`config.mk`:
```
export PLATFORM = sky130hd
export DESIGN_NAME = majority_clocked_lfsr_stream_cipher_unit
export DESIGN_NICKNAME = d
export VERILOG_FILES = /design/src/sv/mclsc_pkg.sv /design/src/sv/mclsc_cfg.sv /design/src/sv/mclsc_core.sv /design/src/sv/majority_clocked_lfsr_stream_cipher_unit.sv
export SDC_FILE = /design/constraint.sdc
export NUM_CORES = 1
export LEC_CHECK = 0
export ABC_CLOCK_PERIOD_IN_PS = 3200
export BUFFER_PORTS_ARGS = -buffer_cell sky130_fd_sc_hd__buf_2
export CORE_ASPECT_RATIO = 0.5
export CORE_MARGIN = 4
export CORE_UTILIZATION = 50
export DETAILED_ROUTE_END_ITERATION = 12
export PLACE_DENSITY = 0.77
export SYNTH_ARGS = -nofsm -noshare
export SYNTH_HDL_FRONTEND = slang
export SYNTH_SLANG_ARGS = --single-unit
```
`constraint.sdc`:
```
create_clock -name clk -period 3.2 [get_ports clk]
set_input_delay 0.32 -clock clk [delete_from_list [all_inputs] [get_ports clk]]
set_output_delay 0.32 -clock clk [all_outputs]
set_load 0.05 [all_outputs]
```
`src/sv/mclsc_pkg.sv`:
```
// Shared types, codes and reset constants for the majority-clocked LFSR cipher.
package mclsc_pkg;

    localparam int TAP_W  = 5;
    localparam int POS_W  = 3;
    localparam int OP_W   = 2;
    localparam int DATA_W = 32;
    localparam int ADDR_W = 5;
    localparam int IDX_W  = 3;

    typedef enum logic [OP_W-1:0] {
        OP_START = 2'd0,
        OP_KEY   = 2'd1,
        OP_DATA  = 2'd2
    } op_t;

    typedef enum logic [IDX_W-1:0] {
        REG_TAP_A = 3'd0,
        REG_TAP_B = 3'd1,
        REG_TAP_C = 3'd2,
        REG_POS_A = 3'd3,
        REG_POS_B = 3'd4,
        REG_POS_C = 3'd5
    } reg_idx_t;

    localparam logic [TAP_W-1:0] TAP_A_RST = 5'd6;
    localparam logic [TAP_W-1:0] TAP_B_RST = 5'd12;
    localparam logic [TAP_W-1:0] TAP_C_RST = 5'd18;
    localparam logic [POS_W-1:0] POS_A_RST = 3'd2;
    localparam logic [POS_W-1:0] POS_B_RST = 3'd1;
    localparam logic [POS_W-1:0] POS_C_RST = 3'd3;

    typedef struct packed {
        logic [TAP_W-1:0] tap_a;
        logic [TAP_W-1:0] tap_b;
        logic [TAP_W-1:0] tap_c;
        logic [POS_W-1:0] pos_a;
        logic [POS_W-1:0] pos_b;
        logic [POS_W-1:0] pos_c;
    } cfg_t;

    typedef struct packed {
        logic            fire;
        logic [OP_W-1:0] op;
        logic            bit_value;
    } item_t;

endpackage

```
`src/sv/mclsc_cfg.sv`:
```
// APB configuration register file for tap masks and clocking positions.
module mclsc_cfg
(
    input  logic                         clk,
    input  logic                         rst_n,
    input  logic                         psel,
    input  logic                         penable,
    input  logic                         pwrite,
    input  logic [mclsc_pkg::ADDR_W-1:0] paddr,
    input  logic [mclsc_pkg::DATA_W-1:0] pwdata,
    output logic [mclsc_pkg::DATA_W-1:0] prdata,
    output logic                         pready,
    output mclsc_pkg::cfg_t              cfg
);

    mclsc_pkg::cfg_t cfg_reg;
    mclsc_pkg::cfg_t cfg_next;
    logic [mclsc_pkg::IDX_W-1:0] idx;
    logic wr_en;

    assign idx    = paddr[mclsc_pkg::ADDR_W-1:2];
    assign wr_en  = psel && penable && pwrite;
    assign pready = 1'b1;
    assign cfg    = cfg_reg;

    always_comb
    begin
        cfg_next = cfg_reg;
        if (wr_en)
        begin
            case (idx)
                mclsc_pkg::REG_TAP_A: cfg_next.tap_a = pwdata[mclsc_pkg::TAP_W-1:0];
                mclsc_pkg::REG_TAP_B: cfg_next.tap_b = pwdata[mclsc_pkg::TAP_W-1:0];
                mclsc_pkg::REG_TAP_C: cfg_next.tap_c = pwdata[mclsc_pkg::TAP_W-1:0];
                mclsc_pkg::REG_POS_A: cfg_next.pos_a = pwdata[mclsc_pkg::POS_W-1:0];
                mclsc_pkg::REG_POS_B: cfg_next.pos_b = pwdata[mclsc_pkg::POS_W-1:0];
                mclsc_pkg::REG_POS_C: cfg_next.pos_c = pwdata[mclsc_pkg::POS_W-1:0];
                default: cfg_next = cfg_reg;
            endcase
        end
    end

    always_comb
    begin
        case (idx)
            mclsc_pkg::REG_TAP_A: prdata = mclsc_pkg::DATA_W'(cfg_reg.tap_a);
            mclsc_pkg::REG_TAP_B: prdata = mclsc_pkg::DATA_W'(cfg_reg.tap_b);
            mclsc_pkg::REG_TAP_C: prdata = mclsc_pkg::DATA_W'(cfg_reg.tap_c);
            mclsc_pkg::REG_POS_A: prdata = mclsc_pkg::DATA_W'(cfg_reg.pos_a);
            mclsc_pkg::REG_POS_B: prdata = mclsc_pkg::DATA_W'(cfg_reg.pos_b);
            mclsc_pkg::REG_POS_C: prdata = mclsc_pkg::DATA_W'(cfg_reg.pos_c);
            default:              prdata = '0;
        endcase
    end

    always_ff @(posedge clk or negedge rst_n)
    begin
        if (!rst_n)
        begin
            cfg_reg.tap_a <= mclsc_pkg::TAP_A_RST;
            cfg_reg.tap_b <= mclsc_pkg::TAP_B_RST;
            cfg_reg.tap_c <= mclsc_pkg::TAP_C_RST;
            cfg_reg.pos_a <= mclsc_pkg::POS_A_RST;
            cfg_reg.pos_b <= mclsc_pkg::POS_B_RST;
            cfg_reg.pos_c <= mclsc_pkg::POS_C_RST;
        end
        else
        begin
            cfg_reg <= cfg_next;
        end
    end

endmodule

```
`src/sv/mclsc_core.sv`:
```
// Three LFSRs with key loading, majority clocking and keystream output.
module mclsc_core
#(
    parameter int REG_LEN = 5
)
(
    input  logic             clk,
    input  logic             rst_n,
    input  mclsc_pkg::cfg_t  cfg,
    input  mclsc_pkg::item_t item,
    output logic             ks
);

    localparam int KEY_W = $clog2(REG_LEN);
    localparam int EXT_W = (REG_LEN > 8) ? REG_LEN : 8;

    logic [REG_LEN-1:0] ra_reg, rb_reg, rc_reg;
    logic [REG_LEN-1:0] ra_next, rb_next, rc_next;
    logic [KEY_W-1:0]   kidx_reg, kidx_next;

    logic [EXT_W-1:0]   ra_ext, rb_ext, rc_ext;
    logic               ca, cb, cc, maj;
    logic               fa, fb, fc;
    logic [REG_LEN-1:0] sa, sb, sc;
    logic [REG_LEN-1:0] key_mask;

    assign ra_ext = EXT_W'(ra_reg);
    assign rb_ext = EXT_W'(rb_reg);
    assign rc_ext = EXT_W'(rc_reg);

    assign ca  = ra_ext[cfg.pos_a];
    assign cb  = rb_ext[cfg.pos_b];
    assign cc  = rc_ext[cfg.pos_c];
    assign maj = (ca & cb) | (ca & cc) | (cb & cc);

    assign fa = ^(ra_ext & EXT_W'(cfg.tap_a));
    assign fb = ^(rb_ext & EXT_W'(cfg.tap_b));
    assign fc = ^(rc_ext & EXT_W'(cfg.tap_c));

    assign sa = (ca == maj) ? {ra_reg[REG_LEN-2:0], fa} : ra_reg;
    assign sb = (cb == maj) ? {rb_reg[REG_LEN-2:0], fb} : rb_reg;
    assign sc = (cc == maj) ? {rc_reg[REG_LEN-2:0], fc} : rc_reg;

    assign ks = sa[REG_LEN-1] ^ sb[REG_LEN-1] ^ sc[REG_LEN-1];

    assign key_mask = REG_LEN'(item.bit_value) << kidx_reg;

    always_comb
    begin
        ra_next   = ra_reg;
        rb_next   = rb_reg;
        rc_next   = rc_reg;
        kidx_next = kidx_reg;
        if (item.fire)
        begin
            case (item.op)
                mclsc_pkg::OP_START:
                begin
                    ra_next   = '0;
                    rb_next   = '0;
                    rc_next   = '0;
                    kidx_next = '0;
                end
                mclsc_pkg::OP_KEY:
                begin
                    ra_next   = ra_reg ^ key_mask;
                    rb_next   = rb_reg ^ key_mask;
                    rc_next   = rc_reg ^ key_mask;
                    kidx_next = (kidx_reg == KEY_W'(REG_LEN - 1)) ? '0 : kidx_reg + 1'b1;
                end
                mclsc_pkg::OP_DATA:
                begin
                    ra_next = sa;
                    rb_next = sb;
                    rc_next = sc;
                end
                default:
                begin
                    ra_next = ra_reg;
                end
            endcase
        end
    end

    always_ff @(posedge clk or negedge rst_n)
    begin
        if (!rst_n)
        begin
            ra_reg   <= '0;
            rb_reg   <= '0;
            rc_reg   <= '0;
            kidx_reg <= '0;
        end
        else
        begin
            ra_reg   <= ra_next;
            rb_reg   <= rb_next;
            rc_reg   <= rc_next;
            kidx_reg <= kidx_next;
        end
    end

endmodule

```
`src/sv/majority_clocked_lfsr_stream_cipher_unit.sv`:
```
// Top level: item register, cipher core, result register and APB configuration.
// One transaction enters per cycle while item_stall is low. An accepted item waits
// in the item register until it advances; the advance updates the three LFSRs for
// start, key and data items and, for a data bit, loads the result register, which
// raises result_valid. The result is taken at an edge where result_stall is low.
// Start, key-bit and unused operations give no result. The item side stalls only
// while a data bit in the item register faces a full, stalled result register.
// Configuration is to be written over APB only while the block is idle; the block does not enforce this.
module majority_clocked_lfsr_stream_cipher_unit
#(
    parameter int REG_LEN = 5
)
(
    input  logic                         clk,
    input  logic                         rst_n,
    input  logic                         psel,
    input  logic                         penable,
    input  logic                         pwrite,
    input  logic [mclsc_pkg::ADDR_W-1:0] paddr,
    input  logic [mclsc_pkg::DATA_W-1:0] pwdata,
    output logic [mclsc_pkg::DATA_W-1:0] prdata,
    output logic                         pready,
    input  logic                         item_valid,
    output logic                         item_stall,
    input  logic [mclsc_pkg::OP_W-1:0]   operation,
    input  logic                         bit_value,
    output logic                         result_valid,
    input  logic                         result_stall,
    output logic                         out_bit,
    output logic                         keystream_bit
);

    mclsc_pkg::cfg_t  cfg;
    mclsc_pkg::item_t item;

    logic                       in_vld_reg, in_vld_next;
    logic [mclsc_pkg::OP_W-1:0] op_reg;
    logic                       bit_reg;
    logic                       out_vld_reg, out_vld_next;
    logic                       out_bit_reg, ks_reg;
    logic                       ks;
    logic                       is_data, adv, accept;

    mclsc_cfg u_cfg
    (
        .clk     (clk),
        .rst_n   (rst_n),
        .psel    (psel),
        .penable (penable),
        .pwrite  (pwrite),
        .paddr   (paddr),
        .pwdata  (pwdata),
        .prdata  (prdata),
        .pready  (pready),
        .cfg     (cfg)
    );

    mclsc_core #(.REG_LEN(REG_LEN)) u_core
    (
        .clk   (clk),
        .rst_n (rst_n),
        .cfg   (cfg),
        .item  (item),
        .ks    (ks)
    );

    assign is_data    = (op_reg == mclsc_pkg::OP_DATA);
    assign adv        = in_vld_reg && (!is_data || !out_vld_reg || !result_stall);
    assign item_stall = in_vld_reg && !adv;
    assign accept     = item_valid && !item_stall;

    assign item.fire      = adv;
    assign item.op        = op_reg;
    assign item.bit_value = bit_reg;

    always_comb
    begin
        in_vld_next = in_vld_reg;
        if (accept)
        begin
            in_vld_next = 1'b1;
        end
        else if (adv)
        begin
            in_vld_next = 1'b0;
        end
    end

    always_comb
    begin
        out_vld_next = out_vld_reg;
        if (adv && is_data)
        begin
            out_vld_next = 1'b1;
        end
        else if (!result_stall)
        begin
            out_vld_next = 1'b0;
        end
    end

    always_ff @(posedge clk or negedge rst_n)
    begin
        if (!rst_n)
        begin
            in_vld_reg  <= 1'b0;
            out_vld_reg <= 1'b0;
        end
        else
        begin
            in_vld_reg  <= in_vld_next;
            out_vld_reg <= out_vld_next;
        end
    end

    always_ff @(posedge clk)
    begin
        if (accept)
        begin
            op_reg  <= operation;
            bit_reg <= bit_value;
        end
        if (adv && is_data)
        begin
            out_bit_reg <= bit_reg ^ ks;
            ks_reg      <= ks;
        end
    end

    assign result_valid  = out_vld_reg;
    assign out_bit       = out_bit_reg;
    assign keystream_bit = ks_reg;

    a_stall_needs_item: assert property (@(posedge clk) disable iff (!rst_n)
        item_stall |-> (in_vld_reg && is_data && out_vld_reg))
        else $error("item side stalled without a blocked data bit");

    a_data_gives_result: assert property (@(posedge clk) disable iff (!rst_n)
        (adv && is_data) |=> (result_valid && (out_bit ^ keystream_bit) == $past(bit_reg)))
        else $error("data bit did not produce a matching result");

    a_nodata_holds_result: assert property (@(posedge clk) disable iff (!rst_n)
        (adv && !is_data && result_valid && result_stall) |=>
        (result_valid && $stable(keystream_bit)))
        else $error("non-data item disturbed a held result");

endmodule
```
==> results of run 1 <==
==> metrics by stage <==
step / worst slack [ps] / instances / cell area (µm²) / util [%]
finish: 473 / 435 / 3360 / 58.4
global route: 322 / 435 / 3360 / 58.4
CTS: 503 / 435 / 3360 / 58.4
detailed placement: 532 / 427 / 3210 / 55.7
global placement: 575 / 427 / 3210 / 55.7
floorplan: 811 / 353 / 3210 / -
==> power by group through the flow <==
stage	logic, mW	registers [mW]	clock network [mW]
3_3_place_gp	0.409	0.839	0
2_1_floorplan	0.365	0.810	0
4_1_cts	0.429	0.837	0.546
3_5_place_dp	0.425	0.848	0
5_1_grt	0.470	0.852	0.584
6_report	0.429	0.839	0.540
==> cells in the final DEF, fill, tap and decap left out, types with 6 or more instances in the layout <==
cell type | synthesis | final
buf_2 | 0 | 26
mux2i_1 | 13 | 13
inv_1 | 8 | 8
nor2_1 | 20 | 20
a21oi_1 | 12 | 12
xnor2_1 | 11 | 11
conb_1 | 2 | 28
nand2_1 | 43 | 43
dfstp_2 | 10 | 10
dfrtp_1 | 34 | 34
nand3_1 | 7 | 7
mux2_2 | 26 | 26
ha_1 | 6 | 6
o21ai_0 | 34 | 34
==> kinds of logic after synthesis <==
kind of cell | after synthesis
other | 2
AO/OA/AOI/OAI | 68
adder cells (fa/ha/maj) | 6
flip-flops | 49
multiplexers | 42
AND/OR/NAND/NOR | 99
XOR/XNOR | 16
buffers and inverters | 45
==> per-layer routing <==
layer	GRT usage, %	wire (µm)	vias to the layer above
met1	25.6	3110	1138
met4	8.13	153	0
met2	28.5	3080	109
met3	4.67	594	15
li1	-	-	1141
met5	0	0	-
==> layout make-up <==
cell class                      count  area [µm²]  area share, %
Clock buffer                        5         125           3.73
Clock inverter                      3        25.0          0.745
Inverter                            8        30.0          0.895
Multi-Input combinational cell    259        1670           49.8
Sequential cell                    49        1260           37.6
Tap cell                           84         105           3.13
Timing Repair Buffer               27         138           4.10
==> how the worst max path moves through the flow <==
| stage | slack, ps | endpoint | cells after the start |
|---|---|---|---|
| after CTS | 500 | keystream_bit | 8 |
| after global placement | 580 | keystream_bit | 8 |
| final | 470 | keystream_bit | 8 |
| after global routing | 320 | keystream_bit | 8 |
| after floorplan | 810 | keystream_bit | 8 |
| after detailed placement | 530 | keystream_bit | 8 |
==> impl_metrics.csv, run 1 <==
group,metric,value,unit
status,status,"finished, final reports clean",
floorplan,top_level_ports,84,
worst_setup_path,critical-path-slowest-cell,"dfstp_2",
sta,fmax,0.367,GHz
sta,timing.hold.ws,183,ps
worst_setup_path,critPathBufInv,0,
pwr,p_int,1.18,mW
global_route,grt_pass1_wl,11300,µm
synth,synth-simple-area-share,14.8,%
flow_run,cap_viol_max_count,0,
cts,htree_num_levels,2,
floorplan,start_util,54.1,%
sta,hold_viol_final,0,
worst_hold_path,min_path_type,"in2async",
cts,path_clk_slew,70,ps
floorplan,rows,19,
pwr,p_clk_share,29.9,%
worst_setup_path,cp.arrival,2770,ps
worst_setup_path,rr_endpoint,"keystream_bit",
synth,yosys-mux-area-fraction,15.4,%
pwr,power_frac_seq,46.4,%
global_route,grt_antenna_before_repair,0,
pwr,pwr-share-comb,23.7,%
synth,synth_cells,327,
synth,synthTopCellsByCount,"43 x nand2_1, 34 x dfrtp_1, 34 x o21ai_0",
worst_setup_path,r2r_cells,8,
worst_setup_path,worst_ep_required_time,3240,ps
finish,largest_reg_flops,24,
sta,fin_worst_skew,4.94,ps
floorplan,die_w,120,µm
synth,syn_area,3110,µm²
cts,post_cts_buffers,0,
placed_design,port_buffers,26,
worst_setup_path,r2r_slack,470,ps
global_route,grt_pass1_vias,2245,
worst_setup_path,path_class,"reg2reg",
floorplan,die-area,7620,µm²
worst_setup_path,path_max_fanout,5,
sta,grt_setup_unrepaired,"no",
synth,synthAdderAreaFrac,2.41,%
floorplan,die_y,63.8,µm
route,remaining_drc_errors,0,
synth,yosys.area.top_type_share,27.4,%
sta,drv_slew,0,
synth,synth_most_common_cell,"nand2_1",
placed_design,gp_congestion,0.863,
finish,diodes,0,
worst_setup_path,worstPathCellList,"mux2_4 > nand3b_2 > o311ai_2 > or2_1 > mux2i_2 > mux2i_1 > xor2_1 > xnor2_1",
cts,cts_resized,0,
floorplan,core_area,5750,µm²
finish,drive_gt1_share,22.5,%
synth,ys.flop_type,"dfrtp_1",
synth,synthTopCellsByArea,"dfrtp_1 27%, mux2_2 9.4%, dfstp_2 8.4%",
synth,synthArstFlopShare,89.8,%
cts,clk_path_buf_depth,2,
route,viasPerCell,5.52,
pwr,power_density,539,nW/µm²
cts,tritoncts,"yes",
finish,n_fill_cell,484,
worst_setup_path,endpoint_kind,"flop",
worst_setup_path,cp_top_family,"multiplexers",
sta,post-route-period-util,85.2,%
finish,nNetsFinal,403,
synth,synth_cell_type_count,44,
route,drt_iter0_drc,256,
cts,root_buffer,"clkbuf_16",
sta,final-setup-viol-count,0,
sta,period_needed,2730,ps
pwr,power_leakage,1.46,nW
cts,holdBufCountCts,0,
pwr,p_switching,629,µW
global_route,gr-usage-all-layers,18.7,%
pwr,power.total,1.81,mW
synth,synth_top_family_by_area,"multiplexers",
pwr,irDropWorstVdd,0.000236,V
route,wl_per_cell,16.0,µm
synth,synth-edff-count,5,
route,ant_nets,0,
cts,clock-sinks,49,
synth,synth_top_area_cell,"dfrtp_1",
worst_setup_path,r2r_start,"u_cfg.cfg[0]",
worst_setup_path,startpoint_type,"flop",
sta,tightest_slew,977,ps
sta,setup_tns,0,ps
route,totalWireLength,6940,µm
placed_design,hpwlAfterDp,5220,µm
cts,cts_made_buffers,5,
synth,ys_seq_elements,49,
synth,synth_warnings,0,
synth,synth-compound-area-share,13.2,%
cts,worstSkewPairLatency,300,ps
global_route,grt_max_degree,45,
sta,slew_headroom,34.9,%
route,firstDrtPassIters,5,
synth,syn_area_per_cell,9.51,µm²
route,vias,2403,
synth,synth_seq_area_share,40.6,%
finish,area_delta_synth_final,7.92,%
synth,synthXorXnorAreaFrac,4.51,%
pwr,swShare,34.8,%
worst_setup_path,crit_path_max_incr_delay,590,ps
global_route,grt_overflow_total,0,
worst_setup_path,cp-startpoint,"u_cfg.cfg[0]",
Note: power is estimated with default switching activity, not from simulation.
==> inputs of run 2 (changes only) <==
ABC_CLOCK_PERIOD_IN_PS = 2800   (was 3200)
clock period = 2.8 ns   (was 3.2 ns; I/O delays follow)
==> run 2 against run 1 <==
Against the previous run: maximum frequency increased by 2.0%; highest routed layer unchanged; largest cell class unchanged; hold slack worse by 36 ps; via count shrank 0.42%; clock power rose by 13%.
==> impl_metrics.csv, run 2 (same netlist as run 1, synthesis figures left out) <==
group,metric,value,unit
cts,post_cts_buffers,0,
floorplan,die_w,120,µm
cts,root_buffer,"clkbuf_16",
sta,hold_viol_final,0,
sta,setup_tns,0,ps
route,drt_iter0_drc,194,
finish,n_fill_cell,488,
floorplan,top_level_ports,84,
floorplan,start_util,54.1,%
worst_hold_path,min_path_type,"in2async",
sta,fmax,0.374,GHz
pwr,irDropWorstVdd,0.000257,V
placed_design,hpwlAfterDp,5090,µm
worst_setup_path,critPathBufInv,0,
pwr,power_leakage,1.47,nW
worst_setup_path,worstPathCellList,"mux2_4 > nand3b_2 > o311ai_2 > or2_1 > mux2i_2 > mux2i_1 > xor2_2 > xnor2_1",
placed_design,port_buffers,26,
route,firstDrtPassIters,4,
finish,nNetsFinal,405,
route,viasPerCell,5.48,
route,wl_per_cell,15.3,µm
worst_setup_path,cp_top_family,"multiplexers",
sta,grt_setup_unrepaired,"no",
sta,tightest_slew,1010,ps
finish,layout_commonest_cell,"nand2_1",
global_route,grt_antenna_before_repair,0,
worst_setup_path,worst_ep_required_time,2840,ps
global_route,grt_pass1_wl,11000,µm
worst_setup_path,path_max_fanout,5,
route,totalWireLength,6700,µm
cts,htree_num_levels,2,
floorplan,core_area,5750,µm²
finish,drive_gt1_share,23.2,%
global_route,grt_max_degree,45,
sta,final-setup-viol-count,0,
sta,slew_headroom,33.0,%
cts,path_clk_slew,70,ps
cts,clk_path_buf_depth,2,
route,ant_nets,0,
finish,largest_reg_flops,24,
worst_setup_path,cp.arrival,2720,ps
floorplan,rows,19,
cts,worstSkewPairLatency,300,ps
sta,post-route-period-util,95.4,%
route,remaining_drc_errors,0,
finish,final_util,58.7,%
sta,fin_worst_skew,6.47,ps
floorplan,die_y,63.8,µm
finish,area_delta_synth_final,8.49,%
worst_setup_path,startpoint_type,"flop",
global_route,gr-usage-all-layers,18.1,%
cts,tritoncts,"yes",
worst_setup_path,path_class,"reg2reg",
finish,final_cell_mix,"43 x nand2_1, 34 x o21ai_0, 34 x dfrtp_1, 28 x conb_1",
flow_run,cap_viol_max_count,0,
worst_setup_path,critical-path-slowest-cell,"dfstp_2",
worst_setup_path,endpoint_kind,"flop",
finish,regArea,1260,µm²
cts,clock-sinks,49,
status,status,"finished, final reports clean",
sta,period_needed,2670,ps
global_route,grt_overflow_total,0,
floorplan,die-area,7620,µm²
finish,multi_input_area,1680,µm²
finish,diodes,0,
sta,drv_slew,0,
worst_setup_path,crit_path_max_incr_delay,590,ps
pwr,power_density,609,nW/µm²
placed_design,gp_congestion,0.873,
route,vias,2393,
global_route,grt_pass1_vias,2224,
cts,cts_made_buffers,5,
run 2: changes by cell type in the layout (fill, tap and decap cells not counted):
cell / previous run / this run
inv_4: 0 / 1
buf_4: 1 / 3
clkinvlp_4: 1 / 0
clkinv_2: 0 / 1
inv_6: 2 / 1
xor2_2: 0 / 1
xor2_1: 5 / 4
run 2: final cells by class:
| cell class | count | share of cell area, % |
|---|---|---|
| multi-input cells | 259 | 49.7 |
| flip-flops and latches | 49 | 37.4 |
| repair buffers | 29 | 4.52 |
| clock buffers | 5 | 3.71 |
| well taps | 84 | 3.11 |
| inverters | 8 | 0.890 |
| clock inverters | 3 | 0.593 |
run 2: path summary, 6_finish.rpt:
| path | from | end | slack (ps) | cells after the start |
|---|---|---|---|---|
| max | u_cfg.cfg[0] | out_bit | 130 | 8 |
| min | rst_n | u_core.ra_reg[0] | 150 | 1 |
| max reg2reg | u_cfg.cfg[0] | out_bit | 130 | 8 |
| min reg2reg | result_valid | result_valid | 530 | 1 |
| max in group asynchronous | rst_n | u_cfg.cfg[4] | 2020 | 1 |
| min in group clk | operation[1] | op_reg[1] | 160 | 1 |
run 2: timing repair:
item	CTS	global route
hold buffers	0	0
endpoints found under the setup margin	0	2
gates resized for setup	0	1
run 2: worst reg2reg max path: stages, from the launching register on:
cell and delay [ps]:
dfstp_2 590, mux2_4 320, nand3b_2 80, o311ai_2 150, or2_1 280, mux2i_2 230, mux2i_1 440, xor2_2 250
xnor2_1 100
run 2: power by group:
part / leakage [nW] / switching (mW) / internal, mW
combinational: 0.794 / 0.311 / 0.177
sequential: 0.604 / 0.125 / 0.834
clock: 0.0745 / 0.275 / 0.333
total: 1.47 / 0.711 / 1.34
run 2: per-layer routing:
layer	up-vias	wire length, µm	track usage (%)
met4	0	117	6.28
met3	14	547	5.11
met1	1124	3190	25.3
met5	-	0	0
met2	106	2840	27.2
li1	1149	-	-
run 2: through the flow:
step	cell area (µm²)	hold slack (ps)	cells	worst slack [ps]	total power [mW]
after detailed placement	3220	458	429	133	1.45
after global routing	3370	149	437	22.9	2.16
after CTS	3370	154	437	96.9	2.06
final	3370	147	437	128	2.05
after floorplan	3210	-15.6	353	411	1.34
after global placement	3220	460	429	175	1.43
==> inputs of run 3 (changes only) <==
ABC_CLOCK_PERIOD_IN_PS = 2400   (was 2800)
CORE_UTILIZATION = 48   (was 50)
clock period = 2.4 ns   (was 2.8 ns; I/O delays follow)
==> run 3 against run 2 <==
Against the previous run: combinational power grew 27%; register-to-register slack lost 200 ps; the run now ends with setup timing left; global-route usage grew 1.2 points; utilization shrank 1.8 points.
==> impl_metrics.csv, run 3 (same netlist as run 1, synthesis figures left out) <==
group,metric,value,unit
status,status,"finished, violations left",
status,violations,"setup timing",
finish,fin_cells,451,
sta,fmax,0.405,GHz
finish,drive_gt1_share,26.7,%
sta,fin_worst_skew,10.5,ps
floorplan,top_level_ports,84,
floorplan,die_w,122,µm
global_route,grt_pass1_wl,11900,µm
cts,holdBufCountCts,0,
global_route,gr-usage-all-layers,19.2,%
pwr,power_density,714,nW/µm²
sta,final-setup-viol-count,2,
sta,grt_setup_unrepaired,"yes",
sta,drv_slew,0,
route,wl_per_cell,16.1,µm
cts,tritoncts,"yes",
worst_setup_path,r2r_cells,8,
global_route,grt_pass1_vias,2400,
finish,diodes,0,
worst_hold_path,min_path_type,"in2reg",
placed_design,hpwlAfterDp,5380,µm
finish,final_cell_mix,"43 x nand2_1, 34 x dfrtp_1, 29 x o21ai_0, 28 x conb_1",
route,totalWireLength,7240,µm
pwr,power_leakage,1.57,nW
finish,n_fill_cell,517,
floorplan,start_util,50.3,%
cts,clk_path_buf_depth,2,
sta,post-route-period-util,103,%
finish,multi_input_area,1720,µm²
placed_design,gp_congestion,0.868,
cts,root_buffer,"clkbuf_16",
cts,clock-sinks,49,
sta,hold_viol_final,0,
route,vias,2514,
sta,setup_tns,-135,ps
global_route,grt_overflow_total,0,
worst_setup_path,worst_ep_required_time,2450,ps
floorplan,rows,20,
floorplan,die-area,7910,µm²
pwr,power.total,2.51,mW
floorplan,core_area,6180,µm²
route,firstDrtPassIters,4,
pwr,irDropWorstVdd,0.000281,V
cts,worstSkewPairLatency,300,ps
sta,tightest_slew,1010,ps
floorplan,die_y,64.9,µm
finish,largest_reg_flops,24,
finish,area_delta_synth_final,13.0,%
worst_setup_path,path_max_fanout,2,
cts,post_cts_buffers,0,
global_route,grt_antenna_before_repair,0,
finish,nNetsFinal,415,
cts,htree_num_levels,2,
sta,setup_slack,-68.6,ps
worst_setup_path,startpoint_type,"flop",
finish,layout_commonest_cell,"nand2_1",
finish,regArea,1260,µm²
route,drt_iter0_drc,174,
route,ant_nets,0,
worst_setup_path,endpoint_kind,"flop",
worst_setup_path,cp.arrival,2520,ps
cts,path_clk_slew,70,ps
worst_setup_path,path_class,"reg2reg",
placed_design,dp_cells,443,
flow_run,cap_viol_max_count,0,
worst_setup_path,r2r_slack,-70,ps
sta,period_needed,2470,ps
worst_hold_path,holdPathStages,1,
cts,cts_made_buffers,5,
route,viasPerCell,5.57,
placed_design,port_buffers,26,
global_route,grt_max_degree,45,
route,remaining_drc_errors,0,
sta,slew_headroom,32.9,%
==> run 3: cell types whose count changed in the layout (fill, tap and decap cells not counted), sizes merged <==
cell / previous run / this run
buf: 29 / 39
clkbuf: 5 / 6
inv: 10 / 9
==> run 3: per-stage QoR <==
stage / util, % / instance area [µm²] / setup WS, ps / hold WS [ps]
2_1_floorplan: - / 3210 / 11.4 / -55.6
3_3_place_gp: 53.4 / 3300 / -94.1 / 419
3_5_place_dp: 53.4 / 3300 / -156 / 418
4_1_cts: 56.8 / 3510 / -54.6 / 113
5_1_grt: 56.9 / 3520 / -168 / 115
6_report: 56.9 / 3520 / -68.6 / 114
==> run 3: critical path: stages (launching register included) <==
cell and delay, ps:
dfstp_2 550, mux2_4 320, nand3b_4 90, o311ai_4 110, or2_1 260, mux2i_2 240
mux2i_2 350, xor2_2 230, xnor2_1 90
==> run 3: cell type report <==
type | instances | area share [%]
repair buffers | 39 | 6.48
inverters | 8 | 0.854
flip-flops and latches | 49 | 35.9
well taps | 88 | 3.13
clock inverters | 2 | 0.391
clock buffers | 6 | 4.27
multi-input cells | 259 | 48.9
==> run 3: final timing paths <==
kind | start | endpoint
setup / recovery | u_cfg.cfg[0] | keystream_bit
hold / removal | operation[0] | op_reg[0]
setup reg to reg | u_cfg.cfg[0] | keystream_bit
hold reg to reg | u_cfg.cfg[14] | u_cfg.cfg[14]
max in group asynchronous | rst_n | u_core.ra_reg[0]
min in group asynchronous | rst_n | u_cfg.cfg[9]
==> run 3: timing repair <==
item / 4_1_cts / 5_1_grt
pin swaps: 4 / 1
hold endpoints to repair: 0 / 0
gates resized for setup: 7 / 7
setup endpoints to repair: 2 / 11
==> run 3: report_power, final <==
part	switching (mW)	internal [mW]	leakage (nW)	total (mW)
registers	0.143	0.973	0.604	1.12
logic	0.388	0.232	0.880	0.621
clock network	0.323	0.452	0.0824	0.775
==> run 3: layer usage <==
metal / track usage [%] / wire length, µm
met5: 0 / 0
met4: 7.68 / 124
met3: 3.75 / 576
met2: 30.3 / 3270
met1: 26.2 / 3270
